## config.mk

```make
export PLATFORM = sky130hd
export DESIGN_NAME = qrs_div_cell
export DESIGN_NICKNAME = d
export VERILOG_FILES = /design/src/rtl/core/qrs_pkg.sv /design/src/rtl/core/qrs_div_cell.sv
export SDC_FILE = /design/constraint.sdc
export NUM_CORES = 1
export LEC_CHECK = 0
export ABC_AREA = 0
export BUFFER_PORTS_ARGS = -buffer_cell sky130_fd_sc_hd__buf_2
export CORE_AREA = 2 2 39 41
export CTS_CLUSTER_DIAMETER = 30
export DETAILED_ROUTE_END_ITERATION = 8
export DIE_AREA = 0 0 41 43
export GPL_ROUTABILITY_DRIVEN = 0
export PLACE_DENSITY = 0.48
export SYNTH_ARGS = -nofsm -noshare
export SYNTH_HDL_FRONTEND = slang
export SYNTH_SLANG_ARGS = --single-unit
```

## constraint.sdc

```tcl
create_clock -name clock -period 1.5 [get_ports clock]
set_input_delay 0.075 -clock clock [delete_from_list [all_inputs] [get_ports clock]]
set_output_delay 0.075 -clock clock [all_outputs]
set_load 0.01 [all_outputs]
```

## src/rtl/core/qrs_pkg.sv

```systemverilog
// shared types and constants of the quadratic root solver
package qrs_pkg;

   // fixed field widths
   localparam int COEF_WIDTH = 16;
   localparam int ROOT_WIDTH = 36;
   localparam int COUNT_WIDTH = 2;

   // root count codes
   localparam logic [COUNT_WIDTH-1:0] CNT_NONE = 2'd0;
   localparam logic [COUNT_WIDTH-1:0] CNT_ONE  = 2'd1;
   localparam logic [COUNT_WIDTH-1:0] CNT_TWO  = 2'd2;

   typedef struct packed {
      logic signed [COEF_WIDTH-1:0] coef_quad;
      logic signed [COEF_WIDTH-1:0] coef_lin;
      logic signed [COEF_WIDTH-1:0] coef_const;
   } req_type;

   typedef struct packed {
      logic [COUNT_WIDTH-1:0]       root_count;
      logic signed [ROOT_WIDTH-1:0] first_root;
      logic signed [ROOT_WIDTH-1:0] second_root;
   } rsp_type;

endpackage

```

## src/rtl/core/qrs_div_cell.sv

```systemverilog
// one quotient bit step of the pipelined restoring divider row
module qrs_div_cell
   import qrs_pkg::*;
#(
   parameter int NUM_W  = 2,
   parameter int DEN_W  = 2,
   parameter int SIDE_W = 1
) (
   input  logic              clock,
   input  logic              reset,
   input  logic              advance,
   input  logic              in_valid,
   input  logic [NUM_W-1:0]  in_nq,
   input  logic [DEN_W-1:0]  in_rem,
   input  logic [DEN_W-1:0]  in_den,
   input  logic [SIDE_W-1:0] in_side,
   output logic              out_valid,
   output logic [NUM_W-1:0]  out_nq,
   output logic [DEN_W-1:0]  out_rem,
   output logic [DEN_W-1:0]  out_den,
   output logic [SIDE_W-1:0] out_side
);

   logic              valid_ff;
   logic [NUM_W-1:0]  nq_ff, nq_in;
   logic [DEN_W-1:0]  rem_ff, rem_in;
   logic [DEN_W-1:0]  den_ff;
   logic [SIDE_W-1:0] side_ff;
   logic [DEN_W-1:0]  part;

   // shift in the next numerator bit, quotient bit shifts in at the bottom
   always_comb begin
      part = {in_rem[DEN_W-2:0], in_nq[NUM_W-1]};
      if (part >= in_den) begin
         rem_in = part - in_den;
         nq_in  = {in_nq[NUM_W-2:0], 1'b1};
      end else begin
         rem_in = part;
         nq_in  = {in_nq[NUM_W-2:0], 1'b0};
      end
   end

   always_ff @(posedge clock) begin
      if (reset) begin
         valid_ff <= 1'b0;
      end else if (advance) begin
         valid_ff <= in_valid;
      end
      if (advance) begin
         nq_ff   <= nq_in;
         rem_ff  <= rem_in;
         den_ff  <= in_den;
         side_ff <= in_side;
      end
   end

   assign out_valid = valid_ff;
   assign out_nq    = nq_ff;
   assign out_rem   = rem_ff;
   assign out_den   = den_ff;
   assign out_side  = side_ff;

endmodule

```

Word level (Yosys, flattened, before mapping). Cells that the tools add are included.

Flip-flop bits (word level): 8. Output and inout port bits: 8. Bits of input ports: 11. Logic and storage cells: 9.

Add/subtract/negate cells: 1. Mux-type cells: 2. $lt $le $gt $ge: 1.

Operators with widths (number): $ge A2 B2 Y1 (1); $mux W2 (1); $sub A2 B2 Y2 (1); $mux W1 (1).

Longest topological paths before layout. Gate-level depths: netlist of run 1.

Word-level depth: 2. Depth in mapped cells: 6. Depth with buffers taken out: 6.

Worst setup path after synthesis of run 1. Ideal clock, no wire load.

Path type: input port to flip-flop. From: input port in_nq[1]. To: register rem_ff[1] (netlist: out_rem[1]), data pin. Data required time: 1.240 ns. Arrival: 1.123 ns. Slack: 0.117 ns. Stages: 6. Path buffers: 0. Setup time: 0.260 ns. Cells stage by stage: inv_1 -> ha_1 -> inv_1 -> fa_1 -> a21o_1 -> mux2_4.

Cells in the longest elaborated chain, start to end: 2. Elaborated cells on any way between the ends: 3. Classes of those cells: 1 x add/sub; 1 x order compare; 1 x mux.

RTL lines: start: declaration (RTL line qrs_div_cell.sv:13) `input logic [NUM_W-1:0] in_nq,`; $sub A2 B2 Y2 / $ge A2 B2 Y1 (equally long branches) (RTL line qrs_div_cell.sv:35, qrs_div_cell.sv:34); $mux W2 (*) (RTL line qrs_div_cell.sv:34) `if (part >= in_den) begin`; via rem_in[1] (RTL line qrs_div_cell.sv:26) `logic [DEN_W-1:0] rem_ff, rem_in;`; end signal: assignment (RTL line qrs_div_cell.sv:51) `rem_ff <= rem_in;`; end: declaration (RTL line qrs_div_cell.sv:26).

The timed path passes the listed nets; every way through them passes the cells marked *. A chain may end at the register's enable or synchronous reset.

Worst setup path after layout of run 1. Ends and elaborated chain as after synthesis.

==> results of run 1 <==
==> path summary, 6_finish.rpt <==
kind,startpoint,end,slack (ns),depth (start not counted)
max,in_nq[1],out_rem[1],0.22,7
min,in_side,out_side,0.01,1
min reg2reg,out_valid,out_valid,0.49,2
max reg2reg,out_valid,out_valid,0.93,2
==> per-stage QoR <==
stage,setup slack (ns),hold WS [ns],instances
final,0.218,0.0110,60
after global routing,0.167,0.00296,60
after CTS,0.214,0.00166,60
after detailed placement,-0.0515,0.232,54
after global placement,-0.00782,0.231,54
after floorplan,0.117,0.147,20
==> metal layers <==
metal | GRT usage | vias to the layer above | wire length (µm)
met5 | 0 | - | 0
met4 | 0.0800 | 0 | 0
met3 | 0.0314 | 0 | 52
met2 | 0.122 | 10 | 282
met1 | 0.0816 | 109 | 193
li1 | - | 119 | -
==> flip-flops by register name, summed over array words and instances (netlist names) <==
| signal | count |
|---|---|
| out_valid | 1 |
| out_nq | 2 |
| out_den | 2 |
| out_rem | 2 |
| out_side | 1 |
==> worst reg2reg max path: cells and delay by family, from the launching register on <==
| kind | cells | cell delay (ns) |
|---|---|---|
| multiplexers | 1 | 0.12 |
| AND/OR/NAND/NOR | 1 | 0.05 |
| flip-flops | 1 | 0.30 |
==> cell usage in the layout, fill, tap and decap left out <==
cell,n
sky130_fd_sc_hd__a21o_1,1
sky130_fd_sc_hd__buf_2,17
sky130_fd_sc_hd__buf_4,1
sky130_fd_sc_hd__clkbuf_1,1
sky130_fd_sc_hd__clkbuf_4,3
sky130_fd_sc_hd__dfxtp_1,1
sky130_fd_sc_hd__dlygate4sd3_1,2
sky130_fd_sc_hd__edfxtp_1,7
sky130_fd_sc_hd__fa_1,1
sky130_fd_sc_hd__ha_1,2
sky130_fd_sc_hd__inv_1,3
sky130_fd_sc_hd__mux2_4,1
sky130_fd_sc_hd__mux2i_1,1
sky130_fd_sc_hd__nor2_1,1
sky130_fd_sc_hd__o21a_1,1
sky130_fd_sc_hd__o21ai_0,1
==> layout make-up <==
| type | instances | area (µm²) | area share |
|---|---|---|---|
| sequential | 8 | 230 | 0.466 |
| timing repair buffer | 20 | 113 | 0.228 |
| multi-input combinational | 9 | 93.8 | 0.190 |
| clock buffer | 4 | 26.3 | 0.0532 |
| tap | 16 | 20.0 | 0.0405 |
| inverter | 3 | 11.3 | 0.0228 |
==> power by group <==
part           internal (mW)  switching [mW]
logic                 0.0450          0.0398
registers              0.267         0.00435
clock network          0.101          0.0667
total                  0.413           0.111
==> kinds of logic (layout without fill, tap and decap cells) <==
| logic type | count (synthesis) | in the layout | share of synthesized area |
|---|---|---|---|
| flops | 8 | 8 | 0.687 |
| fa+ha+maj | 3 | 3 | 0.134 |
| compound gates | 3 | 3 | 0.0597 |
| buf+inv | 3 | 27 | 0.0336 |
| mux | 2 | 2 | 0.0746 |
| simple gates | 1 | 1 | 0.0112 |
==> impl_results.md, run 1 <==
* Area post-placement at 448 µm²
* Warnings, synthesis at 0
* Starting utilization of the core area at 0.242
* Antenna-violating nets left at 0
* Synth async-reset ratio at 0
* Standard-cell rows at 14
* Max capacitance violation total at 0
* Leading post-synthesis cells by cell area: sky130_fd_sc_hd__edfxtp_1 (63%), sky130_fd_sc_hd__ha_1 (7.5%), sky130_fd_sc_hd__dfxtp_1 (6.0%)
* Count of flip-flops with a built-in enable after synthesis at 7
* Headroom to the max-slew limit at 0.883
* Worst clock skew at 0 ns
* TritonCTS clock tree: done
* Post-synthesis cell area at 335 µm²
* Maximum level of the CTS H-tree at 1
* Total power at 524 µW
* Number of design-rule violations left by the first detailed-router iteration at 1
* Die Outline Area at 0.00176 mm²
* Final setup violating endpoints at 0
* Overflow left after global routing at 0
* Wire length of the first global-routing pass at 917 µm
* Max clock buf depth at 2
* Input/output buffers at 17
* DIE WIDTH at 41 µm
* Detail-routed via count per cell at 3.97
* Slew of the pin with the lowest slew margin at 0.175 ns
* Yosys reg bits at 8
* Primary FF master, synth: sky130_fd_sc_hd__edfxtp_1
* Critical-path maximum fanout at 2
* TritonCTS Buffers at 3
* CTS clock-pin slew for the worst setup and hold paths at 0.05 ns
* Unrepaired setup endpoints after global routing: no
* Critical Path RT at 1.50 ns
* I/O pins at 19
* Proportion of netlist area held by the largest area contributor at 0.627
* Hold buffer count at CTS at 2
* Cell count after synthesis at 20
* Gate family responsible for the most delay along the worst path: adder cells
* Skew-Pair Late Insertion Delay at 0.24 ns
* Overall die height at 43 µm
* Proportion of layout cells with a drive suffix above 1 at 0.500
* CTS root buf: sky130_fd_sc_hd__clkbuf_4
* Max incr delay on CP at 0.38 ns
* Static leakage power at 0.233 nW
* Maximum number of pins on one net before global-route repair at 9
* Cell area after layout at 494 µm²
* Synthesized area per cell at 16.8 µm²
* Largest area contributor in the synthesized netlist: sky130_fd_sc_hd__edfxtp_1
* Post-synth top cells: sky130_fd_sc_hd__edfxtp_1 (7), sky130_fd_sc_hd__inv_1 (3), sky130_fd_sc_hd__ha_1 (2)
* Core area at 0.00138 mm²
* CP max stage cell: sky130_fd_sc_hd__fa_1
* Combined buffer and inverter count along the critical path at 3
* Maximum ir drop on the vdd rail at 0.382 mV
* Path category of the worst min-delay check: input port to register
* Ratio of total power to cell area at 1060 mW/mm²
* Fill cell total of the finished layout at 148
* Growth of design area from synthesis to finish at 47.4%
* Post-CTS Repair Setup Buffers at 0
* Layout Nets at 59
* Final Hold Fails at 0
* Number of global-route vias before repair at 245
* Critical-path cell list: buf_2 > inv_1 > ha_1 > inv_1 > fa_1 > a21o_1 > mux2_4
* Core utilization of the finished layout at 0.357
* Net count of the mapped netlist at 34
* Critical path start-end classification: input port to register
* Part of the cycle the worst path needs at 0.855
* Summed negative setup slack over all endpoints at 0 ns
* Endpoint arrival time on the critical path at 1.28 ns
* Number of clock sinks seen by CTS at 8
* Sequential share of the synthesized area at 0.687
* Count of cells resized by post-cts repair at 0
* Crit path top cell by count: sky130_fd_sc_hd__inv_1
* Category of the worst setup path launch point: input port
* Capturing element type of the critical path: register
* Post-synthesis cell type count at 11
* Total iterations of the first detailed-routing run at 2
* Peak clock frequency supported by timing at 780 MHz
* Status: finished clean
* Average wire per standard cell at 8.80 µm
* Ant diodes at 0
* Routed vias at 238
* Detailed-route wire length at 528 µm
* Library cell with the highest instance count after synthesis: sky130_fd_sc_hd__edfxtp_1
* GRT Util Overall at 0.0827
* Min Clock Period, post-route at 1.28 ns
* Count of unresolved DRC violations after routing at 0
* Number of slew-limit violations in the final report at 0
* Initial antenna violation count at 0
No activity file was read; power rests on OpenSTA's default activity.
==> run 2, diff against run 1 <==
Settings changed: CTS_CLUSTER_SIZE set to 8.
Clock period 1.5 ns to 1.3 ns, I/O delays scaled along.
==> impl_results.md, run 2 (synthesized netlist as in run 1, its figures left out) <==
* Critical-path maximum fanout at 2 (unchanged)
* Detailed-route wire length at 569 µm (was 528 µm)
* Number of design-rule violations left by the first detailed-router iteration at 0 (was 1)
* Count of unresolved DRC violations after routing at 0 (unchanged)
* CP max stage cell: sky130_fd_sc_hd__fa_2 (was sky130_fd_sc_hd__fa_1)
* Number of slew-limit violations in the final report at 0 (unchanged)
* Minimum setup slack in the final design at 0.104 ns (was 0.218 ns)
* CTS clock-pin slew for the worst setup and hold paths at 0.06 ns (was 0.05 ns)
* Growth of design area from synthesis to finish at 56.3% (was 47.4%)
* Slew of the pin with the lowest slew margin at 0.180 ns (was 0.175 ns)
* Die Outline Area at 0.00176 mm² (unchanged)
* Slack of the worst reg-to-reg path at 0.71 ns (was 0.93 ns)
* Reg-to-reg critical path startpoint: out_valid (unchanged)
* I/O pins at 19 (unchanged)
* Number of global-route vias before repair at 247 (was 245)
* Number of clock sinks seen by CTS at 8 (unchanged)
* Status: finished clean (unchanged)
* Worst clock skew at 0 ns (unchanged)
* GRT Util Overall at 0.0846 (was 0.0827)
* HPWL after DPL at 428 µm
* Critical Path RT at 1.31 ns (was 1.50 ns)
* Sw Share at 0.220 (was 0.212)
* Sequential group share of total power at 0.504 (was 0.517)
* Multi-input logic area at 96.3 µm² (was 93.8 µm²)
* Path category of the worst min-delay check: input port to register (unchanged)
* TritonCTS Buffers at 3 (unchanged)
* CTS root buf: sky130_fd_sc_hd__clkbuf_4 (unchanged)
* Static leakage power at 0.246 nW (was 0.233 nW)
* Critical path start-end classification: input port to register (unchanged)
* Min Clock Period, post-route at 1.20 ns
* Initial antenna violation count at 0 (unchanged)
* Storage element area at 230 µm² (unchanged)
* Max clock buf depth at 2 (unchanged)
* Core area at 0.00138 mm² (unchanged)
* Peak clock frequency supported by timing at 836 MHz
* Most used cells in the layout excluding fill and tap cells: sky130_fd_sc_hd__buf_2 (17), sky130_fd_sc_hd__edfxtp_1 (7), sky130_fd_sc_hd__dlygate4sd3_1 (4), sky130_fd_sc_hd__inv_1 (3), sky130_fd_sc_hd__clkbuf_4 (3) (was sky130_fd_sc_hd__buf_2 (17), sky130_fd_sc_hd__edfxtp_1 (7), sky130_fd_sc_hd__inv_1 (3), sky130_fd_sc_hd__clkbuf_4 (3))
* Standard-cell rows at 14 (unchanged)
* Maximum level of the CTS H-tree at 1 (unchanged)
* Layout Nets at 62 (was 59)
* Overall die height at 43 µm (unchanged)
* Input/output buffers at 17 (unchanged)
* Wire length of the first global-routing pass at 931 µm (was 917 µm)
* Part of the cycle the worst path needs at 0.920
* TritonCTS clock tree: done (unchanged)
* Antenna-violating nets left at 0 (unchanged)
* Total iterations of the first detailed-routing run at 1 (was 2)
* Routed vias at 244 (was 238)
* Minimum setup slack after placement at -0.166 ns (was -0.0515 ns)
* Clock network fraction of total power at 0.326 (was 0.321)
* Power Internal at 483 µW (was 413 µW)
* Detail-routed via count per cell at 3.87 (was 3.97)
* Crit path top cell by count: sky130_fd_sc_hd__inv_1 (unchanged)
* Total power at 619 µW (was 524 µW)
* Category of the worst setup path launch point: input port (unchanged)
* Overflow left after global routing at 0 (unchanged)
* Average wire per standard cell at 9.03 µm (was 8.80 µm)
* Cell area after layout at 524 µm² (was 494 µm²)
* Endpoint arrival time on the critical path at 1.20 ns (was 1.28 ns)
* Hold-critical path depth at 3 (was 1)
* Reg-to-Reg End: out_valid (unchanged)
* Depth of the worst register-to-register path at 2 (unchanged)
* Headroom to the max-slew limit at 0.880 (was 0.883)
* Combinational power share at 0.170 (was 0.162)
* Maximum number of pins on one net before global-route repair at 9 (unchanged)
* Critical-path cell list: buf_2 > inv_1 > ha_1 > inv_1 > fa_2 > a21o_1 > mux2_4 (was buf_2 > inv_1 > ha_1 > inv_1 > fa_1 > a21o_1 > mux2_4)
* Capturing element type of the critical path: register (unchanged)
* Fill cell total of the finished layout at 148 (unchanged)
* Skew-Pair Late Insertion Delay at 0.24 ns (about the same)
* Area post-placement at 458 µm² (was 448 µm²)
* Ant diodes at 0 (unchanged)
* DIE WIDTH at 41 µm (unchanged)
* Most frequent standard cell in the layout excluding fill and tap cells: sky130_fd_sc_hd__buf_2 (unchanged)
* Starting utilization of the core area at 0.242 (unchanged)
* Final setup violating endpoints at 0 (unchanged)
* Ratio of total power to cell area at 1180 mW/mm² (was 1060 mW/mm²)
* Max incr delay on CP at 0.33 ns (was 0.38 ns)
* Hold Crit Start: in_valid (was in_side)
* Switching pwr at 136 µW (was 111 µW)
* Max capacitance violation total at 0 (unchanged)
* Core utilization of the finished layout at 0.379 (was 0.357)
* Worst Hold Path EP: out_valid (was out_side)
* Unrepaired setup endpoints after global routing: no (unchanged)
* Maximum ir drop on the vdd rail at 0.373 mV (was 0.382 mV)
* Final Hold Fails at 0 (unchanged)
* Proportion of layout cells with a drive suffix above 1 at 0.511 (was 0.500)
run 2: final cells by class:
type                            count  area share
Multi-Input combinational cell      9       0.184
Clock buffer                        4      0.0501
Sequential cell                     8       0.439
Inverter                            3      0.0215
Timing Repair Buffer               23       0.267
Tap cell                           16      0.0382
run 2: worst max-delay path, delay by kind of cell:
kind                       cells  cell delay [ns]
muxes                          1             0.29
buffers and inverters          3             0.19
adders and majority gates      2             0.46
AOI/OAI and AO/OA              1             0.19
run 2: worst max path at each step:
stage | start | end | slack [ns] | depth (start not counted)
floorplan | in_nq[1] | out_rem[1] | -0.02 | 6
global placement | in_nq[1] | out_rem[1] | -0.15 | 7
detailed placement | in_nq[1] | out_rem[1] | -0.17 | 7
CTS | in_nq[1] | out_rem[1] | 0.11 | 7
global route | in_nq[1] | out_rem[1] | 0.09 | 7
finish | in_nq[1] | out_rem[1] | 0.10 | 7
run 2: power by group through the flow:
stage / clock [mW] / combinational, mW / sequential, mW
4_1_cts: 0.210 / 0.107 / 0.312
3_5_place_dp: 0 / 0.0975 / 0.318
2_1_floorplan: 0 / 0.0320 / 0.332
5_1_grt: 0.224 / 0.116 / 0.315
3_3_place_gp: 0 / 0.0957 / 0.317
6_report: 0.202 / 0.105 / 0.312
run 2: stage by stage:
step	TNS [ns]	cells	hold slack, ns
after floorplan	-0.0227	20	0.137
after global routing	0	63	0.0975
final	0	63	0.0743
after CTS	0	63	0.0650
after detailed placement	-0.166	55	0.223
after global placement	-0.148	55	0.222
run 2: metal layers:
| layer | routed length, µm | track usage | vias up |
|---|---|---|---|
| met2 | 318 | 0.116 | 7 |
| met1 | 220 | 0.0845 | 112 |
| met3 | 30 | 0.0314 | 0 |
| met4 | 0 | 0.100 | 0 |
| met5 | 0 | 0 | - |
| li1 | - | - | 125 |
run 2: repair_timing:
action | 4_1_cts | 5_1_grt
gates resized for setup | 0 | 0
hold endpoints to repair | 4 | 0
setup buffers | 0 | 0
hold buffers | 4 | 0
