<file path="src/rtl/core/qrs_pkg.sv">
// shared types and constants of the quadratic root solver
package qrs_pkg;

   // fixed field widths
   localparam int COEF_WIDTH = 16;
   localparam int ROOT_WIDTH = 36;
   localparam int COUNT_WIDTH = 2;

   // root count codes
   localparam logic [COUNT_WIDTH-1:0] CNT_NONE = 2'd0;
   localparam logic [COUNT_WIDTH-1:0] CNT_ONE  = 2'd1;
   localparam logic [COUNT_WIDTH-1:0] CNT_TWO  = 2'd2;

   typedef struct packed {
      logic signed [COEF_WIDTH-1:0] coef_quad;
      logic signed [COEF_WIDTH-1:0] coef_lin;
      logic signed [COEF_WIDTH-1:0] coef_const;
   } req_type;

   typedef struct packed {
      logic [COUNT_WIDTH-1:0]       root_count;
      logic signed [ROOT_WIDTH-1:0] first_root;
      logic signed [ROOT_WIDTH-1:0] second_root;
   } rsp_type;

endpackage

</file>
<file path="src/rtl/core/qrs_sqrt_cell.sv">
// one digit step of the pipelined square root row
module qrs_sqrt_cell
   import qrs_pkg::*;
#(
   parameter int RAD_W  = 4,
   parameter int ROOT_W = 2,
   parameter int SIDE_W = 1
) (
   input  logic              clock,
   input  logic              reset,
   input  logic              advance,
   input  logic              in_valid,
   input  logic [RAD_W-1:0]  in_rad,
   input  logic [ROOT_W-1:0] in_root,
   input  logic [ROOT_W+2:0] in_rem,
   input  logic [SIDE_W-1:0] in_side,
   output logic              out_valid,
   output logic [RAD_W-1:0]  out_rad,
   output logic [ROOT_W-1:0] out_root,
   output logic [ROOT_W+2:0] out_rem,
   output logic [SIDE_W-1:0] out_side
);

   logic              valid_ff;
   logic [RAD_W-1:0]  rad_ff, rad_in;
   logic [ROOT_W-1:0] root_ff, root_in;
   logic [ROOT_W+2:0] rem_ff, rem_in;
   logic [SIDE_W-1:0] side_ff;
   logic [ROOT_W+2:0] rem_sh, trial;

   // bring down the next bit pair and try the next root bit
   always_comb begin
      rem_sh = {in_rem[ROOT_W:0], in_rad[RAD_W-1 -: 2]};
      trial  = {1'b0, in_root, 2'b01};
      rad_in = {in_rad[RAD_W-3:0], 2'b00};
      if (rem_sh >= trial) begin
         rem_in  = rem_sh - trial;
         root_in = {in_root[ROOT_W-2:0], 1'b1};
      end else begin
         rem_in  = rem_sh;
         root_in = {in_root[ROOT_W-2:0], 1'b0};
      end
   end

   always_ff @(posedge clock) begin
      if (reset) begin
         valid_ff <= 1'b0;
      end else if (advance) begin
         valid_ff <= in_valid;
      end
      if (advance) begin
         rad_ff  <= rad_in;
         root_ff <= root_in;
         rem_ff  <= rem_in;
         side_ff <= in_side;
      end
   end

   assign out_valid = valid_ff;
   assign out_rad   = rad_ff;
   assign out_root  = root_ff;
   assign out_rem   = rem_ff;
   assign out_side  = side_ff;

endmodule

</file>
<file path="config.mk">
export PLATFORM = sky130hd
export DESIGN_NAME = qrs_sqrt_cell
export DESIGN_NICKNAME = d
export VERILOG_FILES = /design/src/rtl/core/qrs_pkg.sv /design/src/rtl/core/qrs_sqrt_cell.sv
export SDC_FILE = /design/constraint.sdc
export NUM_CORES = 1
export LEC_CHECK = 0
export ABC_CLOCK_PERIOD_IN_PS = 3100
export BUFFER_PORTS_ARGS = -buffer_cell sky130_fd_sc_hd__clkbuf_2
export CORE_AREA = 5 5 42 44
export CTS_CLUSTER_SIZE = 24
export DETAILED_ROUTE_END_ITERATION = 8
export DIE_AREA = 0 0 47 49
export PLACE_DENSITY = 0.74
export SLEW_MARGIN = 30
export SYNTH_ARGS = -nofsm -noshare
export SYNTH_HDL_FRONTEND = slang
export SYNTH_SLANG_ARGS = --single-unit
</file>
<file path="constraint.sdc">
create_clock -name clock -period 3.1 [get_ports clock]
set_input_delay 0.155 -clock clock [delete_from_list [all_inputs] [get_ports clock]]
set_output_delay 0.155 -clock clock [all_outputs]
set_load 0.01 [all_outputs]
</file>
# After elaboration in Yosys (flattened, before gate mapping)
# Cells that the tools add are included.
[classes]
mux = 2
order_cmp = 1
addsub = 1
[ops]
columns = ["cell", "count"]
rows = [
  ["5-bit by 4-bit greater-or-equal comparator with 1-bit output", 1],
  ["5-bit 2-to-1 mux", 1],
  ["5-bit by 4-bit subtractor with 5-bit output", 1],
  ["1-bit 2-to-1 mux", 1],
]
[word_totals]
in_bits = 16
out_inout_bits = 13
word_cells = 9
regBits = 11

# Logic depth before layout (Yosys ltp)
# Gate-level depths: netlist of the first run.
[logic_depth]
depth_word = 2
depth_mapped = 6
depth_no_buf = 6

# Worst setup path before layout of the first run
# Ideal clock, no wire load.
[synth_path]
path_type = "input port to flip-flop"
from = "input port in_root[0]"
to = "register rem_ff[3], in the netlist out_rem[3], data pin"
t_arrival_ns = 1.192
path_stages = 5
required_ns = 2.845
setup_ns = 0.255
setup_slack_ns = 1.652
path_buffers = 0
cell_sequence = "inv_1 ha_1 o21a_1 or4_1 and3_1"
[synth_via]
elab_chain_len = 2
elab_cells_between_ends = 3
cone_classes = "1 x add/sub; 1 x order compare; 1 x mux"
[synth_rtl]
columns = ["item", "line_no", "source"]
rows = [
  ["start, declared", "qrs_sqrt_cell.sv:14", "input logic [ROOT_W-1:0] in_root,"],
  ["5-bit by 4-bit subtractor with 5-bit output / 5-bit by 4-bit greater-or-equal comparator with 1-bit output (equally long branches)", "qrs_sqrt_cell.sv:37, qrs_sqrt_cell.sv:36", ""],
  ["5-bit 2-to-1 mux (*)", "qrs_sqrt_cell.sv:36", "if (rem_sh >= trial) begin"],
  ["via rem_in[3]", "qrs_sqrt_cell.sv:27", "logic [ROOT_W+2:0] rem_ff, rem_in;"],
  ["end signal, assigned", "qrs_sqrt_cell.sv:54", "rem_ff <= rem_in;"],
  ["end, declared", "qrs_sqrt_cell.sv:27", ""],
]
# The timed path passes the listed nets; every way through them passes the cells marked *.
# A chain may end at the register's enable or synchronous reset.

# Final worst setup path of the first run
# Ends and elaborated chain as after synthesis.

==> results of run 1 <==
state kept, by name (all words and copies together) (netlist names):
signal	flops
out_rad	2
out_side	1
out_rem	5
out_root	2
out_valid	1
cells by family (layout without fill, tap and decap cells):
kind of cell / count (synthesis) / count (layout) / share of synthesized area
buffers and inverters: 6 / 32 / 0.0540
xor gates and xnor gates: 3 / 3 / 0.0473
other: 1 / 2 / 0.00675
and+or+nand+nor: 11 / 11 / 0.0968
DFF: 11 / 11 / 0.577
muxes: 1 / 1 / 0.0180
adders and majority gates: 4 / 4 / 0.0901
AOI/OAI and AO/OA: 9 / 9 / 0.110
cell type report:
type,count,area share
clock buffer,4,0.0370
multi-input combinational,30,0.294
timing repair buffer,24,0.169
inverter,4,0.0211
tap,16,0.0282
sequential,11,0.451
cells in the final DEF (no fill, tap or decap), types with 2 or more instances in the layout:
master and instances:
conb_1 2, edfxtp_1 10, nand2b_1 2, a21oi_1 4, inv_1 4, xor2_1 2, clkbuf_4 3, o21ai_0 2
ha_1 4, nor2_1 6, clkbuf_2 24
worst paths after layout:
check,start,slack [ps],depth (start not counted),to
worst max-delay path,in_root[0],1760,6,out_rem[3]$_DFFE_PP_
worst min-delay path,reset,40,2,out_valid$_SDFFE_PP0P_
worst max register to register,out_valid$_SDFFE_PP0P_,2510,2,out_valid$_SDFFE_PP0P_
worst min register to register,out_valid$_SDFFE_PP0P_,510,2,out_valid$_SDFFE_PP0P_
through the flow:
step            util  total power [mW]
6_report       0.507             0.351
5_1_grt        0.507             0.372
4_1_cts        0.507             0.358
3_5_place_dp   0.488             0.262
3_3_place_gp   0.488             0.258
2_1_floorplan      -             0.230
critical path, stage by stage:
cell and delay [ps]:
clkbuf_2 90, inv_1 40, ha_1 360, o21a_1 150, or4_1 380, and3_1 180
layer usage:
layer / global-route usage / up-vias
li1: - / 212
met1: 0.101 / 192
met2: 0.170 / 14
met3: 0.0148 / 3
met4: 0.0968 / 0
met5: 0 / -
report_power, final:
group	total [mW]	internal [mW]	switching [mW]
Sequential	0.185	0.181	0.00382
Clock	0.0942	0.0498	0.0444
Combinational	0.0723	0.0316	0.0407
==> metrics, run 1 <==
outcome completed; I/O Buffers 24; post-route clock period utilization 0.431; cell taking the most area after synthesis edfxtp_1; TritonRoute pass-1 iters 3; Async SR Flop Fraction 0; die height 49 µm; metal3 WL 65 µm; met1 wire length 385 µm; post-route setup slack 1760 ps; Ys Warns 0; Critical Path Start Type input pin; syn avg cell area roughly 12 µm²; Pins Over Slew Limit 0; die width 47 µm; grt total ovfl 0; Ant. Diodes 0; setup violators final 0; GRT Total Usage 0.103; vias in the first global route 404; FF/Latch Area 320 µm²; DRC 0; VDD IR max between 0.00015 and 0.0002 V; ys flop type edfxtp_1; Final Hold Viols 0; post-route ant nets 0; post-CTS setup buffer count 0; Hold Crit Class in2reg; CP required ~3100 ps; maximum clock frequency 0.748 GHz; Pwr Density 494 nW/µm²; area grow syn2layout 27.9%; Via-to-Cell Ratio 4.73; fin crit period roughly 1300 ps; clock-pin slew on the worst setup and hold paths 60 ps; CTS tree yes; fin cells 89; CTS Sinks 11; synthesized instance count 46; gp weighted congestion between 0.7 and 0.8; cell area after layout 711 µm²; Seq cells post-synth 11; Setup Skew 0 ps; metal2 WL 567 µm; Setup CP Type in2reg; most numerous cell in the Yosys netlist edfxtp_1; area of the core 1400 µm²; drt wl/cell 11.8 µm; Max Root-Sink Buffers 2; via count 421; I/O pins 29; synth unique cells 19; post-synth top area share 0.541; clock root cell clkbuf_4; Filler cells 147; Resized Gates After CTS 0; P_leak 0.335 nW; Post-synth EDFFs 10; # rows 14; final wirelength between 1 and 1.5 mm; crit path DAT 1360 ps; crit-path max FO 5; fraction of layout cells with a size suffix above 1 0.397; RSZ-0062 raised after global routing false; depth of the CTS H-tree 1; DIE AREA about 2300 µm²; initial antenna violation count 0; nets 94; Min Hold Slack 40.9 ps; area taken by multi-input logic gates 209 µm²; dominant cells by area after synthesis edfxtp_1 (54%), ha_1 (9.0%), nor2_1 (4.1%), a21oi_1 (3.6%), dfxtp_1 (3.6%); Initial Util 0.396; post-placement cell count 85; largest net degree at the start of global routing 12; first-pass GRT wire length about 1.6 mm; HPWL after detailed placement 878 µm; First DRT Iteration DRCs 5; DP Worst Slack 1490 ps; CTS Hold Bufs 0; CTS buffer count 3; synth cell count leaders edfxtp_1 (10), nor2_1 (6), a21oi_1 (4), ha_1 (4), inv_1 (4); sequential element share of the synthesized area 0.577; max layer used met4; post-synthesis cell area about 560 µm²; CP Capture Type flop; DP Area 684 µm²; setup_tns 0 ps; Worst-Skew Late Latency 260 ps; max cap viols 0
(Power assumes the default switching activity.)
==> inputs of run 2 (changes only) <==
--- a/config.mk
+++ b/config.mk
@@ -5,12 +5,12 @@
 export SDC_FILE = /design/constraint.sdc
 export NUM_CORES = 1
 export LEC_CHECK = 0
-export ABC_CLOCK_PERIOD_IN_PS = 3100
+export ABC_CLOCK_PERIOD_IN_PS = 1300
 export BUFFER_PORTS_ARGS = -buffer_cell sky130_fd_sc_hd__clkbuf_2
-export CORE_AREA = 5 5 42 44
+export CORE_MARGIN = 5
+export CORE_UTILIZATION = 42
 export CTS_CLUSTER_SIZE = 24
 export DETAILED_ROUTE_END_ITERATION = 8
-export DIE_AREA = 0 0 47 49
 export PLACE_DENSITY = 0.74
 export SLEW_MARGIN = 30
 export SYNTH_ARGS = -nofsm -noshare
==> constraint.sdc (replaced) <==
create_clock -name clock -period 1.3 [get_ports clock]
set_input_delay 0.065 -clock clock [delete_from_list [all_inputs] [get_ports clock]]
set_output_delay 0.065 -clock clock [all_outputs]
set_load 0.01 [all_outputs]
==> run 2 against run 1 <==
Combinational power rose to 3.1 times the previous value. Utilization up 16 points. Count of clock-buffer cells in the layout unchanged. Power rose to 2.5 times the previous value.
==> metrics, run 2 (synthesized netlist as in run 1, its figures left out) <==
worst hold stages 3; maximum clock frequency approximately 0.85 GHz; max cap viols 0; die width 46.4 µm; grt total ovfl 0; Initial Util 0.438; CP required 1290 ps; HPWL after detailed placement 1.01 mm; I/O Buffers 24; CTS buffer count 3; cell area after layout 852 µm²; hold_sp in_valid; First DRT Iteration DRCs 21; Setup CP Type in2reg; first-pass GRT wire length 1.95 mm; crit-path max FO 6; Hold Crit Class in2reg; fraction of layout cells with a size suffix above 1 0.460; gp weighted congestion between 0.8 and 0.9; vias in the first global route 496; post-route ant nets 0; R2R setup slack 700 ps; # rows 13; initial antenna violation count 0; DP Area around 780 µm²; Final Hold Viols 0; Setup Skew 0 ps; DRC 0; I/O pins 29; worst-case reg-to-reg path depth 2; post-route setup slack 126 ps; most frequent cells in the layout clkbuf_2 (24), edfxtp_1 (10), buf_4 (9); area of the core 1270 µm²; nets 108; total power 0.882 mW; die height about 46 µm; fin cells a little over 100; Worst-Skew Late Latency 250 ps; CTS Sinks 11; setup violators final 0; P_leak around 0.4 nW; clock root cell clkbuf_4; TritonRoute pass-1 iters 4; crit path DAT 1160 ps; CTS tree yes; area grow syn2layout 53.4%; Pins Over Slew Limit 0; post-CTS setup buffer count 0; post-placement cell count 93; final wirelength 1.23 mm; reg2reg start out_valid$_SDFFE_PP0P_; commonest non-fill, non-tap cell in the layout clkbuf_2; Max Root-Sink Buffers 2; Resized Gates After CTS 0; clock-pin slew on the worst setup and hold paths 70 ps; via count 507; Pwr Density 1040 nW/µm²; CTS Hold Bufs 5; depth of the CTS H-tree 1; RSZ-0062 raised after global routing false; CP Capture Type flop; GRT Total Usage 0.131; largest net degree at the start of global routing 12; drt wl/cell roughly 12 µm; Via-to-Cell Ratio 4.97; Largest register FFs 5; Worst R2R End out_valid$_SDFFE_PP0P_; Critical Path Start Type input pin; fin crit period 1170 ps; post-route clock period utilization 0.903; VDD IR max 0.000482 V; outcome completed; Ant. Diodes 0; DP Worst Slack -123 ps; DIE AREA ~2200 µm²; end point of the worst hold path out_valid$_SDFFE_PP0P_
==> run 2: cell count changes in the layout (fill, tap and decap cells not counted), sizes merged <==
cell	delta
buf	+9
dlygate4sd3	+5
==> run 2: through the flow <==
step	TNS [ps]	util	hold WS, ps
after global routing	0	0.672	74.5
after global placement	-183	0.611	223
after detailed placement	-362	0.611	235
after CTS	0	0.672	72.4
after floorplan	0	-	137
final	0	0.672	79.3
==> run 2: final cells by class <==
class                   count  area (µm²)
clock buffers               4        26.3
fillers                    97         417
inverters                   4        15.0
multi-input cells          30         234
flip-flops and latches     11         320
well taps                  15        18.8
repair buffers             38         238
==> run 2: critical path: stages <==
cell and delay (ps):
clkbuf_2 90, inv_1 60, ha_4 240, buf_4 140
o21ai_0 210, o21ai_2 150, nor2_1 140, a21oi_1 70
==> run 2: worst max-delay path by stage <==
stage	end	slack, ps	cells past startpoint	start
3_3_place_gp	out_rem[3]$_DFFE_PP_	-70	7	in_root[1]
6_report	out_rem[2]$_DFFE_PP_	130	8	in_root[0]
3_5_place_dp	out_rem[2]$_DFFE_PP_	-120	8	in_root[0]
2_1_floorplan	out_rem[3]$_DFFE_PP_	40	5	in_root[0]
4_1_cts	out_rem[2]$_DFFE_PP_	150	8	in_root[0]
5_1_grt	out_rem[2]$_DFFE_PP_	80	8	in_root[0]
==> run 2: layer usage <==
layer	wire [µm]	global-route usage	vias to the layer above	part of all wire
met5	0	0	-	0
met4	40	0.102	0	0.033
met3	119	0.0234	4	0.097
met2	587	0.231	25	0.48
met1	480	0.133	237	0.39
li1	-	-	241	-
==> run 2: where the power goes <==
group	total (mW)	leakage (nW)	internal (mW)	switching, mW
Sequential	0.439	0.106	0.431	0.00845
Combinational	0.223	0.279	0.113	0.111
Clock	0.219	0.0150	0.118	0.101
Total	0.882	0.400	0.662	0.220
==> inputs of run 3 (changes only) <==
--- a/config.mk
+++ b/config.mk
@@ -6,12 +6,13 @@
 export NUM_CORES = 1
 export LEC_CHECK = 0
 export ABC_CLOCK_PERIOD_IN_PS = 1300
-export BUFFER_PORTS_ARGS = -buffer_cell sky130_fd_sc_hd__clkbuf_2
-export CORE_MARGIN = 5
-export CORE_UTILIZATION = 42
+export CAP_MARGIN = 10
+export CORE_AREA = 5 5 42 44
 export CTS_CLUSTER_SIZE = 24
 export DETAILED_ROUTE_END_ITERATION = 8
-export PLACE_DENSITY = 0.74
+export DIE_AREA = 0 0 47 49
+export DONT_BUFFER_PORTS = 1
+export PLACE_DENSITY = 0.55
 export SLEW_MARGIN = 30
 export SYNTH_ARGS = -nofsm -noshare
 export SYNTH_HDL_FRONTEND = slang
==> run 3 against run 2 <==
Final area decreased by 17%. Critical endpoint is now out_valid$_SDFFE_PP0P_. Worst setup slack worse by 4.4 ps. Largest power group unchanged. Via count fell by 20%. Non-clock buffer count down 28. Clock skew stayed put. Maximum frequency shrank 0.37%.
==> metrics, run 3 (synthesized netlist as in run 1, its figures left out) <==
post-CTS setup buffer count 0; initial antenna violation count 0; gr busiest metal met2; First DRT Iteration DRCs 4; Net Sw Power 0.201 mW; P_leak 0.280 nW; cell area after layout roughly 710 µm²; Setup Skew 0 ps; CP required around 1500 ps; Filler cells about 130; M1 GR Usage 0.103; gp weighted congestion 0.834; vias in the first global route 450; Ant. Diodes 0; VDD IR max 0.000444 V; maximum clock frequency approximately 0.85 GHz; logic gate share of total power 0.169; TritonRoute pass-1 iters 4; CTS buffer count 3; depth of the CTS H-tree 1; Via-to-Cell Ratio between 5 and 6; total power 0.826 mW; Pwr Density between 1000 and 1500 nW/µm²; Worst-Skew Late Latency ~260 ps; Largest register FFs 5; CTS tree yes; grt total ovfl 0; largest net degree at the start of global routing 11; commonest non-fill, non-tap cell in the layout edfxtp_1; fin crit period 1180 ps; clock-pin slew on the worst setup and hold paths approximately 60 ps; first-pass GRT wire length 1.87 mm; Max stage delay cell, worst path dlygate4sd3_1; via count 405; nets 80; die width 47 µm; setup violators final 0; Final Hold Viols 0; DIE AREA around 2300 µm²; crit-path max FO 2; delay-heaviest family, CP buffers and inverters; met2 usage 0.195; Hold Crit Class in2reg; hold_sp in_rad[3]; worst hold stages 2; R2R setup slack 120 ps; Pins Over Slew Limit 0; Clk pwr share 0.266; area of the core 1400 µm²; Setup CP Type reg2reg; fraction of layout cells with a size suffix above 1 0.169; clock root cell clkbuf_4; area taken by multi-input logic gates 234 µm²; final wirelength roughly 1.2 mm; post-route clock period utilization 0.906; FF/Latch Area 320 µm²; CTS Sinks 11; HPWL after detailed placement about 960 µm; drt wl/cell between 15 and 20 µm; outcome completed; die height around 50 µm; post-route setup slack 122 ps; I/O pins 29; Initial Util 0.396; # rows 14; DP Area 612 µm²; Buf/Inv on CP 1; Int Power 0.624 mW; setup_tns 0 ps; CP Cell Sequence mux2i_1 -> nor2_1 -> dlygate4sd3_1; post-route ant nets 0; GRT Total Usage 0.115; GR Layer Usage met3 0.0258; Sw Share 0.244; Worst R2R End out_valid$_SDFFE_PP0P_; worst-case reg-to-reg path depth 3; max cap viols 0; area grow syn2layout 27.5%; CP Capture Type flop; DRC 0; I/O Buffers 0; most frequent cells in the layout edfxtp_1 (10), dlygate4sd3_1 (7), nor2_1 (6); end point of the worst hold path out_rem[1]$_DFFE_PP_; Max Root-Sink Buffers 2; slowest cell delay on critical path between 500 and 600 ps; crit path DAT ~1300 ps; RSZ-0062 raised after global routing false; Critical Path Start Type flop; DP Worst Slack -55.7 ps; part of the power in registers 0.564; reg2reg start out_valid$_SDFFE_PP0P_
run 3: cell count changes in the layout (fill, tap and decap cells not counted):
cell,change
clkbuf_2,-24
buf_4,-6
dlygate4sd3_1,+2
run 3: layout make-up:
cell class	count	area share
tap	16	0.0283
multi-input combinational	30	0.330
sequential	11	0.452
inverter	4	0.0212
timing repair buffer	10	0.131
clock buffer	4	0.0371
run 3: worst max-delay path by stage:
stage,to,slack (ps),from,depth (start not counted)
floorplan,out_rem[3]$_DFFE_PP_,40,in_root[0],5
global placement,out_rem[3]$_DFFE_PP_,6,in_root[0],5
detailed placement,out_rem[3]$_DFFE_PP_,-60,in_root[0],5
CTS,out_valid$_SDFFE_PP0P_,120,out_valid$_SDFFE_PP0P_,3
global route,out_valid$_SDFFE_PP0P_,80,out_valid$_SDFFE_PP0P_,3
finish,out_valid$_SDFFE_PP0P_,120,out_valid$_SDFFE_PP0P_,3
run 3: timing repair:
item                                    4_1_cts  5_1_grt
hold endpoints to repair                     15        0
resized for setup                             0        0
hold buffers                                  7        0
endpoints found under the setup margin        0        0
run 3: through the flow:
step,cells,hold WS (ps),util
final,75,53.3,0.505
after global routing,75,39.2,0.505
after CTS,75,37.2,0.505
after detailed placement,64,148,0.437
after global placement,64,138,0.437
after floorplan,47,137,-
run 3: metal layers:
| metal | vias up | wire length (µm) |
|---|---|---|
| met1 | 185 | 402 |
| met5 | - | 0 |
| li1 | 185 | - |
| met4 | 0 | 52 |
| met2 | 28 | 671 |
| met3 | 7 | 78 |
run 3: power by group through the flow:
stage | combinational [mW] | sequential (mW) | clock, mW
after floorplan | 0.0896 | 0.469 | 0
after global placement | 0.106 | 0.474 | 0
after detailed placement | 0.116 | 0.476 | 0
after CTS | 0.139 | 0.468 | 0.226
after global routing | 0.154 | 0.471 | 0.241
final | 0.140 | 0.466 | 0.220
